`config.mk`:
```
export PLATFORM = sky130hd
export DESIGN_NAME = thermostat_relay_protection
export DESIGN_NICKNAME = d
export VERILOG_FILES = /design/src/hdl/trp_pkg.sv /design/src/hdl/trp_decide.sv /design/src/hdl/thermostat_relay_protection.sv
export SDC_FILE = /design/constraint.sdc
export NUM_CORES = 1
export LEC_CHECK = 0
export ABC_CLOCK_PERIOD_IN_PS = 9700
export BUFFER_PORTS_ARGS = -buffer_cell sky130_fd_sc_hd__clkbuf_2
export CAP_MARGIN = 40
export CORE_MARGIN = 5
export CORE_UTILIZATION = 55
export CTS_BUF_LIST = sky130_fd_sc_hd__clkbuf_4 sky130_fd_sc_hd__clkbuf_8
export DETAILED_ROUTE_END_ITERATION = 6
export HOLD_SLACK_MARGIN = 0.03
export PLACE_DENSITY = 0.74
export REMOVE_ABC_BUFFERS = 1
export SYNTH_ARGS = -nofsm -noshare
export SYNTH_HDL_FRONTEND = slang
export SYNTH_SLANG_ARGS = --single-unit
```
`constraint.sdc`:
```
create_clock -name i_clk -period 9.7 [get_ports i_clk]
set_clock_uncertainty 0.05 [all_clocks]
set_input_delay 0 -clock i_clk [delete_from_list [all_inputs] [get_ports i_clk]]
set_output_delay 0 -clock i_clk [all_outputs]
set_load 0.02 [all_outputs]
```
`src/hdl/trp_pkg.sv`:
```
// ----------------------------------------------------------------------------
// trp_pkg
// Shared types and codes of the thermostat relay protection block.
// ----------------------------------------------------------------------------
package trp_pkg;

    localparam int COUNT_W    = 16;
    localparam int HYST_W     = 13;
    localparam int MINSAMP_W  = 12;
    localparam int RENOTIFY_W = 27;
    localparam int CFG_IDX_W  = 3;

    typedef enum logic [2:0] {
        NOTICE_NONE        = 3'd0,
        NOTICE_HEAT_START  = 3'd1,
        NOTICE_COOL_START  = 3'd2,
        NOTICE_CLEARED     = 3'd3,
        NOTICE_HEAT_REMIND = 3'd4,
        NOTICE_COOL_REMIND = 3'd5
    } t_notice;

    typedef enum logic [CFG_IDX_W-1:0] {
        CFG_ENABLE     = 3'd0,
        CFG_LOWER      = 3'd1,
        CFG_UPPER      = 3'd2,
        CFG_HYST       = 3'd3,
        CFG_MIN_SAMP   = 3'd4,
        CFG_RENOTIFY   = 3'd5,
        CFG_MIN_SWITCH = 3'd6
    } t_cfg_reg;

    // decision for one item: new relay drive, notice and timer updates
    typedef struct packed {
        logic    heat;
        logic    cool;
        t_notice notice;
        logic    upd_switch;
        logic    upd_heat_t;
        logic    upd_cool_t;
    } t_trp_dec;

endpackage

```
`src/hdl/trp_decide.sv`:
```
// ----------------------------------------------------------------------------
// trp_decide
// Relay decision for one temperature report: hysteresis, midpoint release,
// conflict resolution, switch holdoff and reminder timing.
// ----------------------------------------------------------------------------
module trp_decide
    import trp_pkg::*;
#(
    parameter int TEMP_WIDTH = 13,
    parameter int TIME_WIDTH = 32
) (
    input  logic                         i_enable,
    input  logic signed [TEMP_WIDTH-1:0] i_lower,
    input  logic signed [TEMP_WIDTH-1:0] i_upper,
    input  logic [HYST_W-1:0]            i_hyst,
    input  logic [MINSAMP_W-1:0]         i_min_samples,
    input  logic [RENOTIFY_W-1:0]        i_renotify,
    input  logic [TIME_WIDTH-1:0]        i_min_switch,
    input  logic                         i_heating,
    input  logic                         i_cooling,
    input  logic [TIME_WIDTH-1:0]        i_last_switch,
    input  logic [TIME_WIDTH-1:0]        i_last_heat,
    input  logic [TIME_WIDTH-1:0]        i_last_cool,
    input  logic [COUNT_W-1:0]           i_count,
    input  logic signed [TEMP_WIDTH-1:0] i_cur,
    input  logic [TIME_WIDTH-1:0]        i_time,
    output t_trp_dec                     o_dec
);

    localparam int EW = ((TEMP_WIDTH > HYST_W) ? TEMP_WIDTH : HYST_W) + 3;
    localparam int CW = (TIME_WIDTH > RENOTIFY_W) ? TIME_WIDTH : RENOTIFY_W;

    logic signed [EW-1:0] cur_e, lo_e, hi_e, hy_e, diff, diff_abs;
    logic [TIME_WIDTH-1:0] el_switch, el_heat, el_cool;
    logic enough, active, near_mid, want_heat, want_cool, base_heat, base_cool;
    logic change, too_soon, rem_heat, rem_cool, idle_refresh;

    always_comb begin
        cur_e = EW'(i_cur);
        lo_e  = EW'(i_lower);
        hi_e  = EW'(i_upper);
        hy_e  = EW'(i_hyst);

        enough = COUNT_W'(i_min_samples) <= i_count;
        active = i_enable && (i_count != '0) && (i_heating || i_cooling || enough);

        base_heat = i_heating ? (cur_e < lo_e + hy_e) : (cur_e <= lo_e);
        base_cool = i_cooling ? (cur_e > hi_e - hy_e) : (cur_e >= hi_e);

        diff     = (cur_e <<< 1) - (lo_e + hi_e);
        diff_abs = diff[EW-1] ? -diff : diff;
        near_mid = (cur_e > lo_e) && (cur_e < hi_e) && (diff_abs <= (hy_e <<< 1));

        want_heat = base_heat;
        want_cool = base_cool;
        if ((i_heating || i_cooling) && near_mid) begin
            want_heat = 1'b0;
            want_cool = 1'b0;
        end
        // both wanted: the side beyond its limit wins, otherwise release both
        if (want_heat && want_cool) begin
            if (cur_e <= lo_e) begin
                want_cool = 1'b0;
            end else if (cur_e >= hi_e) begin
                want_heat = 1'b0;
            end else begin
                want_heat = 1'b0;
                want_cool = 1'b0;
            end
        end

        el_switch = i_time - i_last_switch;
        el_heat   = i_time - i_last_heat;
        el_cool   = i_time - i_last_cool;

        change   = (want_heat != i_heating) || (want_cool != i_cooling);
        too_soon = (i_last_switch != '0) && (el_switch < i_min_switch);
        rem_heat = i_heating && (CW'(el_heat) >= CW'(i_renotify));
        rem_cool = i_cooling && (CW'(el_cool) >= CW'(i_renotify));
        idle_refresh = !i_heating && !i_cooling && enough;

        o_dec.heat       = i_heating;
        o_dec.cool       = i_cooling;
        o_dec.notice     = NOTICE_NONE;
        o_dec.upd_switch = 1'b0;
        o_dec.upd_heat_t = 1'b0;
        o_dec.upd_cool_t = 1'b0;

        if (active) begin
            if (change) begin
                if (!too_soon) begin
                    o_dec.heat       = want_heat;
                    o_dec.cool       = want_cool;
                    o_dec.upd_switch = 1'b1;
                    if (want_heat) begin
                        o_dec.notice     = NOTICE_HEAT_START;
                        o_dec.upd_heat_t = 1'b1;
                    end else if (want_cool) begin
                        o_dec.notice     = NOTICE_COOL_START;
                        o_dec.upd_cool_t = 1'b1;
                    end else begin
                        o_dec.notice     = NOTICE_CLEARED;
                        o_dec.upd_heat_t = 1'b1;
                        o_dec.upd_cool_t = 1'b1;
                    end
                end
            end else begin
                if (rem_heat) begin
                    o_dec.notice = NOTICE_HEAT_REMIND;
                end else if (rem_cool) begin
                    o_dec.notice = NOTICE_COOL_REMIND;
                end
                o_dec.upd_heat_t = rem_heat || idle_refresh;
                o_dec.upd_cool_t = rem_cool || idle_refresh;
            end
        end
    end

endmodule

```
`src/hdl/thermostat_relay_protection.sv`:
```
// ----------------------------------------------------------------------------
// thermostat_relay_protection
// Bang-bang thermostat with hysteresis driving a heating and a cooling relay.
// ----------------------------------------------------------------------------
// Usage:
//   Each item on the slave stream is one temperature report (sample count,
//   latest and average reading, millisecond timestamp). Each report gives
//   exactly one item on the master stream: both relay drives after the
//   report, a notice code and the two readings echoed.
//   A report is first held in the input register; the decision logic then
//   feeds the result register, which drives the master stream. One item
//   is accepted per cycle when the output side keeps tready high; the relay
//   state is updated as an item moves into the result register, so the
//   next item sees it without delay.
//   When the receiver stalls, the result register holds and the input
//   register can still take one more item; after that tready drops.
//   The configuration channel is always ready; write only while no items
//   are in flight. Unknown indexes are ignored.
//   Reset (synchronous, active low) empties both stages, turns both relays
//   off, clears the switch and reminder timers and loads register defaults.
// ----------------------------------------------------------------------------
module thermostat_relay_protection
    import trp_pkg::*;
#(
    parameter int TEMP_WIDTH = 13,
    parameter int TIME_WIDTH = 32,
    localparam int IN_W  = ((COUNT_W + 2 * TEMP_WIDTH + TIME_WIDTH + 7) / 8) * 8,
    localparam int OUT_W = ((5 + 2 * TEMP_WIDTH + 7) / 8) * 8,
    localparam int CFG_W = (TIME_WIDTH > TEMP_WIDTH)
                           ? ((TIME_WIDTH > RENOTIFY_W) ? TIME_WIDTH : RENOTIFY_W)
                           : ((TEMP_WIDTH > RENOTIFY_W) ? TEMP_WIDTH : RENOTIFY_W)
) (
    input  logic                 i_clk,
    input  logic                 i_rst_n,
    input  logic                 i_s_axis_tvalid,
    output logic                 o_s_axis_tready,
    // sample_count, current_temp, average_temp, time_ms, zero pad
    input  logic [IN_W-1:0]      i_s_axis_tdata,
    output logic                 o_m_axis_tvalid,
    input  logic                 i_m_axis_tready,
    // heating_relay, cooling_relay, notice, report_current, report_average, zero pad
    output logic [OUT_W-1:0]     o_m_axis_tdata,
    input  logic                 i_cfg_valid,
    output logic                 o_cfg_ready,
    input  logic [CFG_IDX_W-1:0] i_cfg_index,
    input  logic [CFG_W-1:0]     i_cfg_data
);

    localparam int CUR_LO  = COUNT_W;
    localparam int AVG_LO  = COUNT_W + TEMP_WIDTH;
    localparam int TIME_LO = COUNT_W + 2 * TEMP_WIDTH;

    // configuration registers
    logic                         r_enable;
    logic signed [TEMP_WIDTH-1:0] r_lower;
    logic signed [TEMP_WIDTH-1:0] r_upper;
    logic [HYST_W-1:0]            r_hyst;
    logic [MINSAMP_W-1:0]         r_min_samples;
    logic [RENOTIFY_W-1:0]        r_renotify;
    logic [TIME_WIDTH-1:0]        r_min_switch;

    // relay state
    logic                  r_heating;
    logic                  r_cooling;
    logic [TIME_WIDTH-1:0] r_last_switch;
    logic [TIME_WIDTH-1:0] r_last_heat;
    logic [TIME_WIDTH-1:0] r_last_cool;

    // input stage
    logic                         r_s1_valid;
    logic [COUNT_W-1:0]           r_s1_count;
    logic signed [TEMP_WIDTH-1:0] r_s1_cur;
    logic signed [TEMP_WIDTH-1:0] r_s1_avg;
    logic [TIME_WIDTH-1:0]        r_s1_time;

    // result stage
    logic                         r_out_valid;
    logic                         r_out_heat;
    logic                         r_out_cool;
    t_notice                      r_out_notice;
    logic signed [TEMP_WIDTH-1:0] r_out_cur;
    logic signed [TEMP_WIDTH-1:0] r_out_avg;

    t_trp_dec n_dec;
    logic     advance;
    logic     in_accept;
    logic     cfg_write;

    assign advance         = r_s1_valid && (!r_out_valid || i_m_axis_tready);
    assign o_s_axis_tready = !r_s1_valid || advance;
    assign in_accept       = i_s_axis_tvalid && o_s_axis_tready;
    assign o_cfg_ready     = 1'b1;
    assign cfg_write       = i_cfg_valid;

    trp_decide #(
        .TEMP_WIDTH (TEMP_WIDTH),
        .TIME_WIDTH (TIME_WIDTH)
    ) u_decide (
        .i_enable      (r_enable),
        .i_lower       (r_lower),
        .i_upper       (r_upper),
        .i_hyst        (r_hyst),
        .i_min_samples (r_min_samples),
        .i_renotify    (r_renotify),
        .i_min_switch  (r_min_switch),
        .i_heating     (r_heating),
        .i_cooling     (r_cooling),
        .i_last_switch (r_last_switch),
        .i_last_heat   (r_last_heat),
        .i_last_cool   (r_last_cool),
        .i_count       (r_s1_count),
        .i_cur         (r_s1_cur),
        .i_time        (r_s1_time),
        .o_dec         (n_dec)
    );

    always_ff @(posedge i_clk) begin
        if (!i_rst_n) begin
            r_enable      <= 1'b1;
            r_lower       <= TEMP_WIDTH'(160);
            r_upper       <= TEMP_WIDTH'(480);
            r_hyst        <= HYST_W'(16);
            r_min_samples <= MINSAMP_W'(1);
            r_renotify    <= RENOTIFY_W'(600000);
            r_min_switch  <= TIME_WIDTH'(10000);
        end else if (cfg_write) begin
            case (i_cfg_index)
                CFG_ENABLE:     r_enable      <= i_cfg_data[0];
                CFG_LOWER:      r_lower       <= i_cfg_data[TEMP_WIDTH-1:0];
                CFG_UPPER:      r_upper       <= i_cfg_data[TEMP_WIDTH-1:0];
                CFG_HYST:       r_hyst        <= i_cfg_data[HYST_W-1:0];
                CFG_MIN_SAMP:   r_min_samples <= i_cfg_data[MINSAMP_W-1:0];
                CFG_RENOTIFY:   r_renotify    <= i_cfg_data[RENOTIFY_W-1:0];
                CFG_MIN_SWITCH: r_min_switch  <= i_cfg_data[TIME_WIDTH-1:0];
                default: ;
            endcase
        end
    end

    always_ff @(posedge i_clk) begin
        if (!i_rst_n) begin
            r_heating     <= 1'b0;
            r_cooling     <= 1'b0;
            r_last_switch <= '0;
            r_last_heat   <= '0;
            r_last_cool   <= '0;
        end else if (advance) begin
            r_heating <= n_dec.heat;
            r_cooling <= n_dec.cool;
            if (n_dec.upd_switch) begin
                r_last_switch <= r_s1_time;
            end
            if (n_dec.upd_heat_t) begin
                r_last_heat <= r_s1_time;
            end
            if (n_dec.upd_cool_t) begin
                r_last_cool <= r_s1_time;
            end
        end
    end

    always_ff @(posedge i_clk) begin
        if (!i_rst_n) begin
            r_s1_valid <= 1'b0;
        end else if (in_accept) begin
            r_s1_valid <= 1'b1;
        end else if (advance) begin
            r_s1_valid <= 1'b0;
        end
    end

    always_ff @(posedge i_clk) begin
        if (in_accept) begin
            r_s1_count <= i_s_axis_tdata[COUNT_W-1:0];
            r_s1_cur   <= i_s_axis_tdata[CUR_LO +: TEMP_WIDTH];
            r_s1_avg   <= i_s_axis_tdata[AVG_LO +: TEMP_WIDTH];
            r_s1_time  <= i_s_axis_tdata[TIME_LO +: TIME_WIDTH];
        end
    end

    always_ff @(posedge i_clk) begin
        if (!i_rst_n) begin
            r_out_valid <= 1'b0;
        end else if (advance) begin
            r_out_valid <= 1'b1;
        end else if (i_m_axis_tready) begin
            r_out_valid <= 1'b0;
        end
    end

    always_ff @(posedge i_clk) begin
        if (advance) begin
            r_out_heat   <= n_dec.heat;
            r_out_cool   <= n_dec.cool;
            r_out_notice <= n_dec.notice;
            r_out_cur    <= r_s1_cur;
            r_out_avg    <= r_s1_avg;
        end
    end

    assign o_m_axis_tvalid = r_out_valid;
    assign o_m_axis_tdata  = OUT_W'({r_out_avg, r_out_cur, r_out_notice, r_out_cool,
                                     r_out_heat});

endmodule
```
==> flow_summary.json <==
{
  "status": "finished clean",
  "initial_core_util_pct": 55.8,
  "ys_ff_latch": 316,
  "grt_use_total_pct": 27.5,
  "drt_iter0_drc": 1133,
  "dpl_worst_slack_ns": 2.51,
  "grt.busiest_layer": "met2",
  "fin_nets": 3371,
  "gr-usage-met2_pct": 48.6,
  "cts.sinks": 316,
  "core_area_um2": 40900,
  "drc": 0,
  "ir_drop_mv": 0.121,
  "fin_crit_sh_pct": 75.6,
  "dpl.hpwl_um": 46800,
  "hp-class": "input port to flip-flop",
  "setup_viol": 0,
  "cts_buffer_depth": 3,
  "grt_pass1_wl_um": 102000,
  "synthCells": 2579,
  "io_pins": 155,
  "relSlewSlack_pct": 36.6,
  "wl_per_cell_um": 18.2,
  "grtUsageMet1_pct": 34.4,
  "synth_edf_count": 105,
  "syn_to_final_growth_pct": 19.5,
  "hold_ws_ns": 0.116,
  "arrival_ns": 7.80,
  "dr.pass1.iters": 5,
  "worstSetupPathType": "flip-flop to flip-flop",
  "ys.flop_type": "dfxtp_1",
  "die_w_um": 214,
  "drive_above_1_share_pct": 10.2,
  "synth-seq-area-share_pct": 32.3,
  "die-area_um2": 45700,
  "routed_wl_um": 63800,
  "multi_input_area_um2": 14100,
  "drv_cap": 0,
  "slowest_stage": "o31ai_1",
  "layout_setup_ws_ns": 2.37,
  "antenna_found_initial": 2,
  "max_clock_freq_ghz": 0.136,
  "routed_via_density": 5.65,
  "yosys_warnings": 0,
  "antenna_left": 0,
  "crit_fanout": 32,
  "path_common_cell": "o21ai_0",
  "cts_tree": "yes",
  "vias": 19847,
  "synth_area_per_cell_um2": 8.86,
  "critPathCaptureType": "flip-flop",
  "grt_overflow": 0,
  "yosysUniqueCellTypes": 94,
  "hold_viol": 0,
  "setup_tns_ns": 0,
  "cts_resized": 0,
  "rows": 74,
  "met3_usage_pct": 3.75,
  "slowest_delay_ns": 0.70,
  "worst_pin_slew_ns": 0.951,
  "fillers": 3280,
  "layout_commonest_cell": "nand2_1",
  "power_per_cell_area_nw_per_um2": 156,
  "synthArstFlopShare_pct": 0,
  "path_cells": "ha_1 > nor2b_1 > o21a_1 > o21ai_0 > and2_1 > o31ai_1 > a21oi_1 > o21ai_0 > o221ai_1 > o21ai_0 > or3_1 > nand4_1 > ha_1 > a21oi_1 > nor2b_1 > o21ai_0 > nand2_1 > or4_1 > o31ai_1 > nor2_1 > o31ai_4 > buf_4 > mux2i_1 > nor2b_1",
  "post_cts_buffers": 0,
  "port_buffers": 146,
  "cts_inserted_buffers": 56,
  "startpoint_type": "flip-flop",
  "fp.dieH_um": 214,
  "final.min_clock_period_ns": 7.33,
  "p_leak_nw": 11.5,
  "syn_area_um2": 22800,
  "slew_violations": 0,
  "htree_num_levels": 2,
  "grt_pass1_vias": 20231,
  "clkLatencyLatePin_ns": 0.67,
  "place_congestion": 0.941,
  "rsz0062_at_grt": "false",
  "cts_root_buf": "clkbuf_8",
  "clk_pin_slew_ns": 0.06,
  "final_cell_mix": "nand2_1 (398), ha_1 (304), inv_1 (254)",
  "ff_latch_area_um2": 7380,
  "grt_max_degree": 137,
  "required_ns": 10.17
}
-- cell type report --
type	count	area share, %
Clock buffer	93	4.09
Sequential cell	316	27.0
Clock inverter	13	0.293
Antenna cell	2	0.0183
Timing Repair Buffer	368	10.9
Multi-Input combinational cell	1933	51.7
Tap cell	532	2.44
Inverter	254	3.49
-- stage by stage --
stage	util, %	total power [W]	std cells	instance area [um^2]
3_3_place_gp	58.4	0.00283	3189	23900
4_1_cts	66.7	0.00427	3509	27300
6_report	66.7	0.00427	3511	27300
2_1_floorplan	-	0.00251	2503	22400
3_5_place_dp	58.7	0.00288	3195	24000
5_1_grt	66.7	0.00453	3511	27300
-- worst paths after layout --
path / endpoint / from / slack [ns] / cells past startpoint
max: r_last_switch[18]$_SDFFE_PN0P_ / r_s1_time[1]$_DFFE_PP_ / 2.37 / 24
min: r_renotify[26]$_SDFFE_PN0P_ / i_cfg_data[26] / 0.12 / 4
max reg2reg: r_last_switch[18]$_SDFFE_PN0P_ / r_s1_time[1]$_DFFE_PP_ / 2.37 / 24
min reg2reg: r_out_avg[12]$_DFFE_PP_ / r_s1_avg[12]$_DFFE_PP_ / 0.37 / 0
-- state kept, by name, summed over array words and instances, names as in the netlist, 3 cells and up --
name	count
r_s1_cur	13
r_last_switch	32
r_s1_count	16
r_min_samples	12
r_out_avg	13
r_renotify	27
r_last_heat	32
r_lower	13
r_last_cool	32
r_hyst	13
r_out_cur	13
r_s1_avg	13
r_s1_time	32
r_out_notice	3
r_min_switch	32
r_upper	13
-- logic make-up (layout without fill, tap and decap cells) --
kind of cell             after synthesis  count (layout)  synth area share [%]
buffers and inverters                330             728                  6.03
flip-flops                           316             316                  32.3
AND/OR/NAND/NOR                      763             763                  15.6
adder cells (fa/ha/maj)              322             322                  18.2
AO/OA/AOI/OAI                        606             606                  18.0
multiplexers                         106             106                  4.65
XOR/XNOR                             134             134                  5.14
other                                  2               4                0.0329
-- synthesized netlist by cell type, drive strengths merged, types with 13 or more instances --
cell / n / area (um^2)
and3: 18 / 115
nand3: 26 / 130
o21bai: 24 / 180
clkbuf: 50 / 188
buf: 20 / 184
o21a: 23 / 173
edfxtp: 105 / 3150
inv: 254 / 953
a211oi: 18 / 135
a21boi: 96 / 721
nor4: 22 / 138
nor2b: 60 / 375
o211ai: 38 / 290
nand2b: 25 / 156
nand4: 37 / 231
a31oi: 13 / 81.3
nor2: 97 / 364
xor2: 37 / 324
a21o: 71 / 533
fa: 18 / 360
ha: 304 / 3800
a21oi: 153 / 792
xnor2: 97 / 850
dfxtp: 211 / 4220
nand2: 399 / 1500
o21ai: 94 / 485
nor3: 27 / 156
mux2i: 104 / 1040
-- metal layers --
metal	vias to the layer above	wire length [um]
met2	546	31000
met4	0	2230
li1	9784	-
met5	-	0
met1	9375	27700
met3	142	2980
-- critical path, delay by kind of cell (launching register included) --
kind / cells / cell delay (ns)
buffers and inverters: 1 / 0.51
AO/OA/AOI/OAI: 11 / 3.53
multiplexers: 1 / 0.26
flip-flops: 1 / 0.55
AND/OR/NAND/NOR: 9 / 1.59
adder cells (fa/ha/maj): 2 / 0.67
-- power breakdown --
| group | switching (W) | internal [W] |
|---|---|---|
| registers | 0.0000644 | 0.00145 |
| clock network | 0.000596 | 0.000730 |
| logic | 0.000799 | 0.000630 |
| total | 0.00146 | 0.00281 |
-- what timing repair did --
item / CTS / global route
hold endpoints to repair: 286 / 0
endpoints found under the setup margin: 0 / 0
hold buffers: 208 / 0
(Power assumes the default switching activity.)
